$ cat src/qat_pkg.sv
package qat_pkg;

    // result kinds
    localparam logic [1:0] KIND_BYTE = 2'd0;
    localparam logic [1:0] KIND_TEND = 2'd1;
    localparam logic [1:0] KIND_OK   = 2'd2;
    localparam logic [1:0] KIND_ERR  = 2'd3;

    // request types
    localparam logic REQ_BYTE = 1'b0;
    localparam logic REQ_EOL  = 1'b1;

    localparam int MaxResults = 3;

    // characters
    localparam logic [7:0] CH_NUL    = 8'h00;
    localparam logic [7:0] CH_BEL    = 8'h07;
    localparam logic [7:0] CH_BS     = 8'h08;
    localparam logic [7:0] CH_TAB    = 8'h09;
    localparam logic [7:0] CH_LF     = 8'h0A;
    localparam logic [7:0] CH_VT     = 8'h0B;
    localparam logic [7:0] CH_FF     = 8'h0C;
    localparam logic [7:0] CH_CR     = 8'h0D;
    localparam logic [7:0] CH_SPACE  = 8'h20;
    localparam logic [7:0] CH_DQUOTE = 8'h22;
    localparam logic [7:0] CH_SQUOTE = 8'h27;
    localparam logic [7:0] CH_ZERO   = 8'h30;
    localparam logic [7:0] CH_NINE   = 8'h39;
    localparam logic [7:0] CH_UP_A   = 8'h41;
    localparam logic [7:0] CH_UP_F   = 8'h46;
    localparam logic [7:0] CH_BSLASH = 8'h5C;
    localparam logic [7:0] CH_A      = 8'h61;
    localparam logic [7:0] CH_B      = 8'h62;
    localparam logic [7:0] CH_F      = 8'h66;
    localparam logic [7:0] CH_N      = 8'h6E;
    localparam logic [7:0] CH_R      = 8'h72;
    localparam logic [7:0] CH_T      = 8'h74;
    localparam logic [7:0] CH_X      = 8'h78;

    typedef enum logic [3:0] {
        MODE_BETWEEN = 4'd0,
        MODE_WORD    = 4'd1,
        MODE_DQ      = 4'd2,
        MODE_DQ_BS   = 4'd3,
        MODE_DQ_BX   = 4'd4,
        MODE_DQ_BXH  = 4'd5,
        MODE_CLOSED  = 4'd6,
        MODE_SQ      = 4'd7,
        MODE_SQ_BS   = 4'd8,
        MODE_ERROR   = 4'd9
    } qat_mode_t;

    typedef struct packed {
        logic       req_type;
        logic [7:0] char_in;
    } qat_in_t;

    typedef struct packed {
        logic [1:0]  out_kind;
        logic [7:0]  char_out;
        logic [15:0] arg_count;
        logic        last_out;
    } qat_out_t;

    typedef struct packed {
        qat_mode_t   mode;
        logic [7:0]  held;
        logic [15:0] count;
    } qat_state_t;

    // results caused by one item, oldest in slot 0
    typedef struct packed {
        qat_out_t [MaxResults-1:0] item;
        logic [1:0]                num;
    } qat_res_set_t;

    function automatic logic is_blank(input logic [7:0] c);
        return c == CH_SPACE || c == CH_TAB || c == CH_LF || c == CH_VT ||
               c == CH_FF || c == CH_CR;
    endfunction

    function automatic logic is_word_end(input logic [7:0] c);
        return c == CH_SPACE || c == CH_LF || c == CH_CR || c == CH_TAB;
    endfunction

    function automatic logic is_hex(input logic [7:0] c);
        return (c >= CH_ZERO && c <= CH_NINE) || (c >= CH_A && c <= CH_F) ||
               (c >= CH_UP_A && c <= CH_UP_F);
    endfunction

    // letters have bit 6 set and low nibble 1..6
    function automatic logic [3:0] hex_val(input logic [7:0] c);
        return c[6] ? c[3:0] + 4'd9 : c[3:0];
    endfunction

    function automatic logic [15:0] sat_inc(input logic [15:0] v);
        return (v == 16'hFFFF) ? v : v + 16'd1;
    endfunction

    function automatic logic [7:0] esc_map(input logic [7:0] c);
        logic [7:0] m;
        m = c;
        if (c == CH_N) m = CH_LF;
        else if (c == CH_R) m = CH_CR;
        else if (c == CH_T) m = CH_TAB;
        else if (c == CH_B) m = CH_BS;
        else if (c == CH_A) m = CH_BEL;
        return m;
    endfunction

    function automatic qat_out_t mk_out(input logic [1:0] kind, input logic [7:0] ch,
                                        input logic [15:0] cnt);
        qat_out_t r;
        r.out_kind  = kind;
        r.char_out  = ch;
        r.arg_count = cnt;
        r.last_out  = 1'b0;
        return r;
    endfunction

endpackage

$ cat src/qat_step.sv
module qat_step import qat_pkg::*; (
    input  qat_in_t      item,
    input  qat_state_t   cur,
    output qat_state_t   nxt,
    output qat_res_set_t rset
);

    logic [7:0] c;
    logic       is_byte;

    assign c       = item.char_in;
    assign is_byte = (item.req_type == REQ_BYTE) && (c != CH_NUL);

    function automatic qat_mode_t dq_next(input logic [7:0] ch);
        if (ch == CH_BSLASH) return MODE_DQ_BS;
        else if (ch == CH_DQUOTE) return MODE_CLOSED;
        return MODE_DQ;
    endfunction

    // next state
    always_comb begin
        nxt = cur;
        if (item.req_type == REQ_EOL) begin
            nxt.mode  = MODE_BETWEEN;
            nxt.held  = '0;
            nxt.count = '0;
        end else if (is_byte) begin
            unique case (cur.mode) inside
                MODE_BETWEEN, MODE_WORD: begin
                    if (cur.mode == MODE_BETWEEN && is_blank(c)) begin
                        nxt.mode = MODE_BETWEEN;
                    end else if (is_word_end(c)) begin
                        nxt.mode  = MODE_BETWEEN;
                        nxt.count = sat_inc(cur.count);
                    end else if (c == CH_DQUOTE) begin
                        nxt.mode = MODE_DQ;
                    end else if (c == CH_SQUOTE) begin
                        nxt.mode = MODE_SQ;
                    end else begin
                        nxt.mode = MODE_WORD;
                    end
                end
                MODE_DQ: nxt.mode = dq_next(c);
                MODE_DQ_BS: nxt.mode = (c == CH_X) ? MODE_DQ_BX : MODE_DQ;
                MODE_DQ_BX: begin
                    if (is_hex(c)) begin
                        nxt.held = c;
                        nxt.mode = MODE_DQ_BXH;
                    end else begin
                        nxt.mode = dq_next(c);
                    end
                end
                MODE_DQ_BXH: begin
                    nxt.held = '0;
                    nxt.mode = is_hex(c) ? MODE_DQ : dq_next(c);
                end
                MODE_CLOSED: begin
                    if (is_blank(c)) begin
                        nxt.mode  = MODE_BETWEEN;
                        nxt.count = sat_inc(cur.count);
                    end else begin
                        nxt.mode = MODE_ERROR;
                    end
                end
                MODE_SQ: begin
                    if (c == CH_BSLASH) nxt.mode = MODE_SQ_BS;
                    else if (c == CH_SQUOTE) nxt.mode = MODE_CLOSED;
                end
                // a second backslash stays pending, anything else reopens plain text
                MODE_SQ_BS: nxt.mode = (c == CH_BSLASH) ? MODE_SQ_BS : MODE_SQ;
                default: nxt.mode = cur.mode;
            endcase
        end
    end

    // results
    always_comb begin
        rset = '0;
        if (item.req_type == REQ_EOL) begin
            unique case (cur.mode) inside
                MODE_BETWEEN: begin
                    rset.item[rset.num] = mk_out(KIND_OK, CH_NUL, cur.count);
                    rset.num = rset.num + 2'd1;
                end
                MODE_WORD, MODE_CLOSED: begin
                    rset.item[rset.num] = mk_out(KIND_TEND, CH_NUL, '0);
                    rset.num = rset.num + 2'd1;
                    rset.item[rset.num] = mk_out(KIND_OK, CH_NUL, sat_inc(cur.count));
                    rset.num = rset.num + 2'd1;
                end
                default: begin
                    rset.item[rset.num] = mk_out(KIND_ERR, CH_NUL, '0);
                    rset.num = rset.num + 2'd1;
                end
            endcase
        end else if (is_byte) begin
            unique case (cur.mode) inside
                MODE_BETWEEN, MODE_WORD: begin
                    if (cur.mode == MODE_BETWEEN && is_blank(c)) begin
                        rset.num = '0;
                    end else if (is_word_end(c)) begin
                        rset.item[rset.num] = mk_out(KIND_TEND, CH_NUL, '0);
                        rset.num = rset.num + 2'd1;
                    end else if (c != CH_DQUOTE && c != CH_SQUOTE) begin
                        rset.item[rset.num] = mk_out(KIND_BYTE, c, '0);
                        rset.num = rset.num + 2'd1;
                    end
                end
                MODE_DQ_BS: begin
                    if (c != CH_X) begin
                        rset.item[rset.num] = mk_out(KIND_BYTE, esc_map(c), '0);
                        rset.num = rset.num + 2'd1;
                    end
                end
                MODE_DQ, MODE_DQ_BX, MODE_DQ_BXH: begin
                    if (cur.mode == MODE_DQ_BXH && is_hex(c)) begin
                        rset.item[rset.num] = mk_out(KIND_BYTE,
                            {hex_val(cur.held), hex_val(c)}, '0);
                        rset.num = rset.num + 2'd1;
                    end else if (!(cur.mode == MODE_DQ_BX && is_hex(c))) begin
                        // broken hex escape flushes the literal text first
                        if (cur.mode != MODE_DQ) begin
                            rset.item[rset.num] = mk_out(KIND_BYTE, CH_X, '0);
                            rset.num = rset.num + 2'd1;
                        end
                        if (cur.mode == MODE_DQ_BXH) begin
                            rset.item[rset.num] = mk_out(KIND_BYTE, cur.held, '0);
                            rset.num = rset.num + 2'd1;
                        end
                        if (c != CH_BSLASH && c != CH_DQUOTE) begin
                            rset.item[rset.num] = mk_out(KIND_BYTE, c, '0);
                            rset.num = rset.num + 2'd1;
                        end
                    end
                end
                MODE_CLOSED: begin
                    if (is_blank(c)) begin
                        rset.item[rset.num] = mk_out(KIND_TEND, CH_NUL, '0);
                        rset.num = rset.num + 2'd1;
                    end
                end
                MODE_SQ: begin
                    if (c != CH_BSLASH && c != CH_SQUOTE) begin
                        rset.item[rset.num] = mk_out(KIND_BYTE, c, '0);
                        rset.num = rset.num + 2'd1;
                    end
                end
                MODE_SQ_BS: begin
                    if (c == CH_SQUOTE) begin
                        rset.item[rset.num] = mk_out(KIND_BYTE, CH_SQUOTE, '0);
                        rset.num = rset.num + 2'd1;
                    end else begin
                        rset.item[rset.num] = mk_out(KIND_BYTE, CH_BSLASH, '0);
                        rset.num = rset.num + 2'd1;
                        if (c != CH_BSLASH) begin
                            rset.item[rset.num] = mk_out(KIND_BYTE, c, '0);
                            rset.num = rset.num + 2'd1;
                        end
                    end
                end
                default: rset.num = '0;
            endcase
        end
        if (rset.num != 2'd0) begin
            rset.item[rset.num - 2'd1].last_out = 1'b1;
        end
    end

endmodule

$ cat src/quoted_argument_tokenizer_core.sv
// channel  | ports                    | payload
// ---------+--------------------------+------------------------------------------
// input    | s_valid, s_ready, s_data | qat_in_t: req_type, char_in
// result   | m_valid, m_ready, m_data | qat_out_t: out_kind, char_out, arg_count,
//          |                          |           last_out
//
// one item per cycle when each item makes at most one result and m_ready is high;
// an item that makes more than one result holds the input while the three-slot
// result buffer drains; the next item is taken in the same cycle as the last
// buffered result transfers; results appear in the cycle after the input transfer
// reset (aresetn low, synchronous) empties the result buffer and returns the scanner
// to between-arguments with a zero argument count
module quoted_argument_tokenizer_core import qat_pkg::*; (
    input  logic     aclk,
    input  logic     aresetn,
    input  logic     s_valid,
    output logic     s_ready,
    input  qat_in_t  s_data,
    output logic     m_valid,
    input  logic     m_ready,
    output qat_out_t m_data
);

    qat_state_t                state_reg;
    qat_state_t                state_next;
    qat_res_set_t              rset;
    qat_out_t [MaxResults-1:0] buf_reg;
    logic [1:0]                cnt_reg;
    logic                      s_xfer;
    logic                      m_xfer;

    qat_step u_step (
        .item (s_data),
        .cur  (state_reg),
        .nxt  (state_next),
        .rset (rset)
    );

    assign m_valid = (cnt_reg != 2'd0);
    assign m_data  = buf_reg[0];
    assign m_xfer  = m_valid && m_ready;
    assign s_ready = (cnt_reg == 2'd0) || (cnt_reg == 2'd1 && m_ready);
    assign s_xfer  = s_valid && s_ready;

    always_ff @(posedge aclk) begin
        if (!aresetn) begin
            state_reg.mode  <= MODE_BETWEEN;
            state_reg.held  <= '0;
            state_reg.count <= '0;
            cnt_reg         <= '0;
        end else begin
            if (s_xfer) begin
                state_reg <= state_next;
                cnt_reg   <= rset.num;
            end else if (m_xfer) begin
                cnt_reg <= cnt_reg - 2'd1;
            end
        end
    end

    // buffer is empty or draining its last entry whenever a new item transfers
    always_ff @(posedge aclk) begin
        if (s_xfer) begin
            buf_reg <= rset.item;
        end else if (m_xfer) begin
            buf_reg[0] <= buf_reg[1];
            buf_reg[1] <= buf_reg[2];
        end
    end

`ifndef SYNTH
    a_eol_gives_result: assert property (@(posedge aclk) disable iff (!aresetn)
        s_xfer && s_data.req_type == REQ_EOL |=> m_valid)
        else $error("end of line transfer produced no result");

    a_eol_clears_state: assert property (@(posedge aclk) disable iff (!aresetn)
        s_xfer && s_data.req_type == REQ_EOL |=>
            state_reg.mode == MODE_BETWEEN && state_reg.count == 16'd0)
        else $error("scanner state not cleared at end of line");

    a_line_status_last: assert property (@(posedge aclk) disable iff (!aresetn)
        m_valid && (m_data.out_kind == KIND_OK || m_data.out_kind == KIND_ERR)
            |-> m_data.last_out)
        else $error("line status is not the final result of its item");

    a_char_only_bytes: assert property (@(posedge aclk) disable iff (!aresetn)
        m_valid && m_data.out_kind != KIND_BYTE |-> m_data.char_out == CH_NUL)
        else $error("nonzero char_out on a non-byte result");

    a_count_only_ok: assert property (@(posedge aclk) disable iff (!aresetn)
        m_valid && m_data.out_kind != KIND_OK |-> m_data.arg_count == 16'd0)
        else $error("nonzero arg_count on a non-status result");
`endif

endmodule

$ cat config.mk
export PLATFORM = sky130hd
export DESIGN_NAME = quoted_argument_tokenizer_core
export DESIGN_NICKNAME = d
export VERILOG_FILES = /design/src/qat_pkg.sv /design/src/qat_step.sv /design/src/quoted_argument_tokenizer_core.sv
export SDC_FILE = /design/constraint.sdc
export NUM_CORES = 1
export LEC_CHECK = 0
export BUFFER_PORTS_ARGS = -buffer_cell sky130_fd_sc_hd__buf_2
export CELL_PAD_IN_SITES_DETAIL_PLACEMENT = 0
export CELL_PAD_IN_SITES_GLOBAL_PLACEMENT = 1
export CORE_MARGIN = 2
export CORE_UTILIZATION = 40
export CTS_BUF_LIST = sky130_fd_sc_hd__clkbuf_8
export CTS_CLUSTER_DIAMETER = 80
export DETAILED_ROUTE_END_ITERATION = 8
export HOLD_SLACK_MARGIN = 0.15
export PLACE_DENSITY_LB_ADDON = 0.12
export SLEW_MARGIN = 20
export SYNTH_ARGS = -nofsm -noshare
export SYNTH_HDL_FRONTEND = slang
export SYNTH_SLANG_ARGS = --single-unit
$ cat constraint.sdc
create_clock -name aclk -period 3.7 [get_ports aclk]
set_input_delay 0.185 -clock aclk [delete_from_list [all_inputs] [get_ports aclk]]
set_output_delay 0.185 -clock aclk [all_outputs]
set_load 0.005 [all_outputs]
**Yosys cells after proc, flatten, opt, wreduce, memory -nomap -nowiden**

Cells that the tools add are included.

- Word-level logic and storage cells: 209
- Output and inout port bits: 29
- Register bits after elaboration: 111
- Input bits: 13

- Reduce and logical (&&, ||, !) cells: 43
- Bitwise logic cells: 1
- Equal/unequal tests: 35
- Mux-type cells: 95
- Order comparisons: 12
- $add $sub $neg: 7

Operators with widths:

| kind | count |
|---|---|
| 2-to-1 mux 83 bit | 9 |
| bitwise mux 81 bit | 3 |
| 2-to-1 mux 27 bit | 9 |
| 2-to-1 mux 29 bit | 6 |
| demux 27 bit (select 2 bit) | 3 |
| 2-to-1 mux 54 bit | 3 |
| case mux 27 bit (6 select lines) | 1 |
| 2-to-1 mux 28 bit | 4 |
| 2-to-1 mux 81 bit | 1 |
| 2-to-1 mux 26 bit | 3 |
| 2-to-1 mux 16 bit | 4 |
| 2-to-1 mux 4 bit | 16 |
| case mux 29 bit (2 select lines) | 1 |
| equality test 8 x 7 -> 1 bit, second input constant | 7 |
| 2-to-1 mux 56 bit | 1 |
| case mux 27 bit (2 select lines) | 1 |
| 2-to-1 mux 8 bit | 6 |
| equality test 8 x 4 -> 1 bit, second input constant | 5 |
| case mux 16 bit (2 select lines) | 1 |
| case mux 4 bit (8 select lines) | 1 |
| 2-to-1 mux 25 bit | 1 |
| equality test 8 x 6 -> 1 bit, second input constant | 3 |
| adder 16 x 1 -> 16 bit, second input constant | 1 |
| equality test 16 bit, second input constant | 1 |
| other kinds (38) | 102 |

**Logic depth before layout (Yosys ltp)**

Gate-level depths: netlist (run 1).

- Depth in word-level cells: 40
- Depth in mapped cells: 11
- Mapped depth without buffers: 9

**Cells and area by module**

A second synthesis (run 1) with hierarchy kept.

- Cell total of the unflattened synthesis: 785
- Area, all modules: 7724.9 sq um

Modules (own cells, without submodules):

| module | cells an instance | instances | area each (sq um) | sequential area each (sq um) |
|---|---|---|---|---|
| quoted_argument_tokenizer_core | 318 | 1 | 4664.5 | 3032.9 |
| qat_step | 467 | 1 | 3060.4 | 0.0 |

**Worst setup path before layout (run 1)**

No wires, ideal clock.

- Path type: flip-flop to flip-flop
- Start point: register cnt_reg[0]
- End point: register cnt_reg[1]
- Required time: 3640 ps
- Arrival: 2214 ps
- Buffers on the path: 0
- Setup time: 60 ps
- Period minus slack after synthesis: 2275 ps
- Setup slack: 1425 ps
- Cell stages (with the launch flop): 8
- Cell sequence: dfxtp_1 inv_1 ha_1 mux2i_1 inv_1 nand2_1 a21oi_1 a32o_1

- Word-level cells in the longest chain between the ends: 5
- Elaborated cells between the ends (all ways): 11
- Those cells by class: add/sub (1); eq/ne (1); mux (2); reduce/logical (7)

Ends and longest elaborated chain:

| item | line | RTL |
|---|---|---|
| from (decl) | quoted_argument_tokenizer_core.sv:28 | `logic [1:0] cnt_reg;` |
| from (signal assigned) | quoted_argument_tokenizer_core.sv:54 | `cnt_reg <= rset.num;` |
| from (signal assigned) | quoted_argument_tokenizer_core.sv:56 | `cnt_reg <= cnt_reg - 2'd1;` |
| branches (longest 5 deep; another with subtractor 2 x 1 -> 2 bit) | - |  |

Parallel ways; which one is timed is not known. The select of a mux whose other input is x is not followed.
A chain may end at the register's enable or synchronous reset.

**Final worst setup path (run 1)**

- Start point: input s_data[0] (netlist name)
- End point: register state_reg[1] (netlist name)

- Word-level cells in the longest chain between the ends: 9
- Elaborated cells between the ends (all ways): 22
- Those cells by class: eq/ne (9); reduce/logical (13)

Ends and longest elaborated chain:

| item | line | RTL |
|---|---|---|
| from (decl) | quoted_argument_tokenizer_core.sv:18 | `input qat_in_t s_data,` |
| equality test 8 x 6 -> 1 bit / equality test 8 x 4 -> 1 bit (equally long branches) | qat_pkg.sv:78, qat_pkg.sv:83 |  |
| logical OR 1 bit (4 in series) | qat_pkg.sv:78 | `return c == CH_SPACE \|\| c == CH_TAB \|\| c == CH_LF \|\| c == CH_VT \|\|` |
| logical OR 1 bit | qat_pkg.sv:79 | `c == CH_FF \|\| c == CH_CR;` |
| logical AND 1 bit | qat_step.sv:30 | `if (cur.mode == MODE_BETWEEN && is_blank(c)) begin` |
| != test 3 bit (no line) | - |  |
| AND reduction 6 bit (no line) * | - |  |
| to (signal assigned) | quoted_argument_tokenizer_core.sv:53 | `state_reg <= state_next;` |
| to (decl) | quoted_argument_tokenizer_core.sv:24 | `qat_state_t state_reg;` |

Every way passes the cells marked *; elsewhere a longest branch is shown, timed or not.

==> results of run 1 <==
==> cell families after synthesis <==
group	count (synthesis)	synth area share
AO/OA/AOI/OAI	173	0.211
XOR/XNOR	14	0.0217
adder cells (fa/ha/maj)	11	0.0244
flip-flops	92	0.436
buffers and inverters	83	0.0788
multiplexers	4	0.00708
AND/OR/NAND/NOR	231	0.221
==> final cells by class <==
| type | count | area (um2) |
|---|---|---|
| clock buffers | 9 | 124 |
| clock inverters | 7 | 91.3 |
| fillers | 1358 | 7830 |
| inverters | 22 | 82.6 |
| multi-input cells | 433 | 2740 |
| flip-flops and latches | 92 | 2460 |
| well taps | 180 | 225 |
| repair buffers | 49 | 270 |
==> synth_stat cells, types with 5 or more instances <==
| cell | count |
|---|---|
| a22oi_1 | 9 |
| o22ai_1 | 7 |
| nor3_1 | 11 |
| edfxtp_1 | 62 |
| and2_1 | 13 |
| nor2b_1 | 5 |
| ha_1 | 11 |
| o31ai_1 | 6 |
| and3_1 | 8 |
| o21ai_0 | 25 |
| nor2_1 | 41 |
| nor4_1 | 6 |
| buf_2 | 5 |
| clkbuf_1 | 24 |
| a22o_1 | 24 |
| nand2_1 | 71 |
| a21oi_1 | 35 |
| nand2b_1 | 8 |
| nand3_1 | 23 |
| nor3b_1 | 9 |
| o21ai_1 | 8 |
| o21a_1 | 6 |
| xnor2_1 | 8 |
| xor2_1 | 6 |
| nand4_1 | 5 |
| inv_1 | 21 |
| dfxtp_1 | 30 |
| buf_4 | 30 |
| a31oi_1 | 17 |
==> stage by stage <==
step | util | total power (W) | hold WS (ns) | worst slack, ns | std cells
after floorplan | - | 0.00223 | 0.310 | 1.43 | 608
after global placement | 0.417 | 0.00238 | 0.475 | 0.742 | 774
after detailed placement | 0.417 | 0.00239 | 0.476 | 0.789 | 774
after CTS | 0.434 | 0.00315 | 0.192 | 0.649 | 792
after global routing | 0.434 | 0.00330 | 0.209 | 0.406 | 792
final | 0.434 | 0.00311 | 0.219 | 0.584 | 792
==> metal layers <==
metal | track usage | part of all wire | wire (um) | vias up
li1 | - | - | - | 2229
met1 | 0.318 | 0.49 | 7550 | 2256
met2 | 0.302 | 0.44 | 6690 | 144
met3 | 0.0344 | 0.052 | 789 | 21
met4 | 0.0632 | 0.016 | 251 | 0
met5 | 0 | 0 | 0 | -
==> worst max path at each step <==
stage	to	slack, ns
2_1_floorplan	cnt_reg[1]	1.43
3_3_place_gp	m_data[24]	0.74
3_5_place_dp	m_data[24]	0.79
4_1_cts	m_data[24]	0.65
5_1_grt	state_reg[1]	0.41
6_report	state_reg[1]	0.58
==> worst max-delay path: stages <==
cell           delay [ns]
dlygate4sd3_1        0.53
buf_2                0.17
inv_1                0.18
ha_1                 0.38
or3_1                0.16
a21oi_1              0.07
o21ai_0              0.32
a31oi_1              0.25
a22oi_2              0.68
o21ai_0              0.21
a32o_1               0.24
==> timing repair <==
item | CTS | global route
setup endpoints to repair | 0 | 0
endpoints found under the hold margin | 2 | 0
hold buffers | 2 | 0
==> where the power goes <==
part / switching, W / internal (W) / total (W) / leakage, nW
clock network: 0.000373 / 0.000378 / 0.000751 / 0.108
logic: 0.000505 / 0.000306 / 0.000811 / 1.21
registers: 0.0000793 / 0.00147 / 0.00155 / 0.872
total: 0.000957 / 0.00215 / 0.00311 / 2.19
==> metrics, run 1 <==
status finished clean; max_cap viols 0; clock skew 0.00941 ns; setup TNS 0 ns; Die W 123 um; crit path time final 3.12 ns; Yosys cell types 71; Post-synth EDFFs 62; Hold Path End cnt_reg[0]; Setup Viol. Count Final 0; Async SR Flop Fraction 0; drt via density 5.87; Worst-Skew Late Latency 0.38 ns; Synth Register Bits 92; Ports 42; hpwl dp 10700 um; post_cts resized 0; Largest register FFs 35; Yosys top cell by area edfxtp_1; CP endpoint kind flip-flop; register area share after synthesis 0.436; synthesis warning total 0; die area 15100 um2; Area growth, synth to finish 6.15%; Port Buffers 41; measured slew at the worst slew-check pin 0.855 ns; antenna-violating nets left 0; All-Layer GR Usage 0.209; WL per Instance 19.3 um; vias in the first global route 4303; most common cell after layout, fill and taps aside nand2_1; core region area 13800 um2; Slew Viols, Final 0; final wirelength 15300 um; Worst Path Arrival 3.40 ns; post-synth top area share 0.329; CTS buffer count 9; min-delay worst type in2reg; worst setup path startpoint s_data[0]; largest net degree at the start of global routing 46; RSZ-0062 raised after global routing no; DIE HEIGHT 123 um; First DRT Iteration DRCs 360; CP max FO 16; Finished Cell Area 6000 um2; post-CTS setup buffers 0; count of final hold-check violations 0; hold depth 3; pwr/cell area 519 nW/um2; CTS tree built; Placed Area 5760 um2; global-route wire length before repair 24200 um; Initial Util 0.409; Max Fclk 0.321 GHz; register-to-register setup slack 0.81 ns; Syn Area/Cell 9.30 um2; Worst-path clk slew 0.10 ns; Max VDD drop 0.425 mV; Synth Instances 608; critical path type in2reg; total gr overflow 0; most frequent cells in the layout nand2_1 (71), edfxtp_1 (62), nor2_1 (41), buf_2 (41), a21oi_1 (35); dominant synthesized flop cell edfxtp_1; first-pass iteration count of the detailed router 5; share of cells above drive strength 1 0.137; synthesized net count 632; hold_sp aresetn; reg2reg end m_data[24]; relative slew slack 0.427; row count 43; synth top area cells edfxtp_1 (33%), dfxtp_1 (11%), nand2_1 (4.7%), buf_4 (4.0%), a22o_1 (3.7%); Syn Std Cell Area 5650 um2; n_diodes 0; Leakage 2.19 nW; CP startpoint kind primary input; DRC Markers 0; Sink Count 92; CP required 3.98 ns; crit share post-route 0.842; Via Count 4650; FF-to-FF Start state_reg[26]; reg2reg path depth 7; H-tree depth 3; initial antenna violation count 0; root buffer cell clkbuf_8; gp weighted congestion 0.897; Total Nets Final 631; Max clock buf depth 2
(Power assumes the default switching activity.)
==> run 2, diff against run 1 <==
==> constraint.sdc (replaced) <==
create_clock -name aclk -period 2.7 [get_ports aclk]
set_input_delay 0.135 -clock aclk [delete_from_list [all_inputs] [get_ports aclk]]
set_output_delay 0.135 -clock aclk [all_outputs]
set_load 0.005 [all_outputs]
==> run 2 against run 1 <==
Against the previous run: setup slack worse by 0.34 ns; design area up 5.5%; global-route usage is 0.87 points higher; first-iteration DRC count up 1.7%; sequential power increased by 37%; worst hold slack worse by 0.0078 ns; highest routed layer unchanged; count of clock-buffer cells in the layout did not move; routed wire length grew 2.2%; combinational power up 44%; cell count up 5.6%; clock skew down 0.0014 ns; clock power is 28% higher.
==> metrics, run 2 (synthesis results as in run 1) <==
clock skew 0.00802 ns (-0.00139 ns); Hold Path End state_reg[21]; most frequent CP cell buf_4; CTS buffer count 9 (unchanged); hpwl dp 11300 um (+6.2%); Max Fclk 0.407 GHz; crit share post-route 0.910; Leakage 2.40 nW (+9.6%); WL per Instance 18.7 um (-3.1%); Max clock buf depth 2 (unchanged); most frequent cells in the layout nand2_1 (71), edfxtp_1 (62), buf_4 (48), nor2_1 (41), buf_2 (41); total gr overflow 0 (unchanged); die area 15100 um2 (unchanged); row count 43 (unchanged); met2 Usage GRT 0.326 (+0.0235); gp weighted congestion 0.933 (+4.0%); initial antenna violation count 0 (unchanged); global-route wire length before repair 24900 um (+2.7%); Initial Util 0.409 (unchanged); CTS tree built; Worst Path Arrival 2.58 ns (-0.82 ns); setup TNS 0 ns (unchanged); max_cap viols 0 (unchanged); First DRT Iteration DRCs 366 (+1.7%); largest net degree at the start of global routing 29 (-37%); pwr/cell area 674 nW/um2 (+30%); Max VDD drop 0.505 mV (+19%); CP required 2.82 ns (-1.16 ns); vias in the first global route 4549 (+5.7%); measured slew at the worst slew-check pin 0.905 ns (+0.0497 ns); count of final hold-check violations 0 (unchanged); slowest CP cell ha_1; post-CTS setup buffers 0 (unchanged); Worst-Skew Late Latency 0.38 ns (about the same); DIE HEIGHT 123 um (unchanged); critical path type reg2reg; worst path cell trace buf_4, nor2b_1, nand3b_1, ha_1, buf_4, xnor2_1, o22ai_1, nor4_4, o31ai_1; hold_sp s_data[5]; reg2reg path depth 9 (+2); Worst path max stage delay 0.35 ns (-0.33 ns); Port Buffers 41 (unchanged); final wirelength 15600 um (+2.2%); core region area 13800 um2 (unchanged); Slew Viols, Final 0 (unchanged); All-Layer GR Usage 0.218 (+0.00875); Area growth, synth to finish 12.0%; register-to-register setup slack 0.24 ns (-0.57 ns); reg2reg end m_data[0]; relative slew slack 0.394 (-0.0333); H-tree depth 3 (unchanged); CP max FO 16 (unchanged); n_diodes 0 (unchanged); RSZ-0062 raised after global routing no; hold depth 2 (-1); min-delay worst type in2reg; Worst-path clk slew 0.10 ns (about the same); DRC Markers 0 (unchanged); share of cells above drive strength 1 0.197 (+0.0594); root buffer cell clkbuf_8; Setup Viol. Count Final 0 (unchanged); Via Count 4839 (+4.1%); global route hottest layer met2; Ports 42 (unchanged); CP endpoint kind flip-flop; first-pass iteration count of the detailed router 5 (unchanged); most common cell after layout, fill and taps aside nand2_1; Largest register FFs 35 (unchanged); met3 Track Usage GR 0.0414 (+0.00697); Sink Count 92 (unchanged); GR Layer Usage met1 0.314 (-0.00430); CP startpoint kind flip-flop; crit path time final 2.46 ns; WHS 0.211 ns (-0.00784 ns); antenna-violating nets left 0 (unchanged); Die W 123 um (unchanged); status finished clean; FF-to-FF Start state_reg[26]; drt via density 5.79 (-1.4%); Total Nets Final 675 (+7.0%)
run 2: repair_timing:
item                                   in CTS  in global routing
hold buffers                                3                  0
gates resized for setup                     0                  0
endpoints found under the hold margin       7                  0
run 2: metal layers:
layer  wire [um]  vias to the layer above
met4         287                        0
met2        6970                      144
met3         838                       20
li1            -                     2317
met1        7530                     2358
met5           0                        -
run 2: cell type report:
class                           instances  area, um2
Fill cell                            1363       7500
Multi-Input combinational cell        433       2740
Timing Repair Buffer                   93        616
Inverter                               22       82.6
Sequential cell                        92       2460
Tap cell                              180        225
Clock inverter                          7       76.3
Clock buffer                            9        124
run 2: metrics by stage:
step	power (W)	util	instances	instance area (um2)	worst slack, ns
2_1_floorplan	0.00306	-	608	5650	0.425
3_3_place_gp	0.00333	0.441	817	6100	0.111
3_5_place_dp	0.00335	0.441	817	6100	0.0961
4_1_cts	0.00432	0.458	836	6330	0.230
5_1_grt	0.00453	0.458	836	6330	0.0516
6_report	0.00427	0.458	836	6330	0.243
run 2: where the power goes:
part / leakage, nW / internal (W) / total (W) / switching, W
Clock: 0.101 / 0.000434 / 0.000958 / 0.000524
Sequential: 0.872 / 0.00201 / 0.00213 / 0.000120
Combinational: 1.42 / 0.000473 / 0.00117 / 0.000701
run 2: worst max-delay path, delay by kind of cell, from the launching register on:
family                   cells  cell delay [ns]
adder cells (fa/ha/maj)      1             0.35
flip-flops                   1             0.33
XOR/XNOR                     1             0.19
AO/OA/AOI/OAI                2             0.29
buffers and inverters        2             0.35
AND/OR/NAND/NOR              3             0.69
run 2: worst max path at each step:
| stage | cells past startpoint | startpoint | slack (ns) | endpoint |
|---|---|---|---|---|
| 3_3_place_gp | 10 | s_data[0] | 0.11 | m_data[18] |
| 4_1_cts | 9 | state_reg[26] | 0.23 | m_data[0] |
| 6_report | 9 | state_reg[26] | 0.24 | m_data[0] |
| 5_1_grt | 9 | state_reg[26] | 0.05 | m_data[0] |
| 3_5_place_dp | 10 | s_data[0] | 0.1 | m_data[18] |
| 2_1_floorplan | 7 | cnt_reg[0] | 0.43 | cnt_reg[1] |
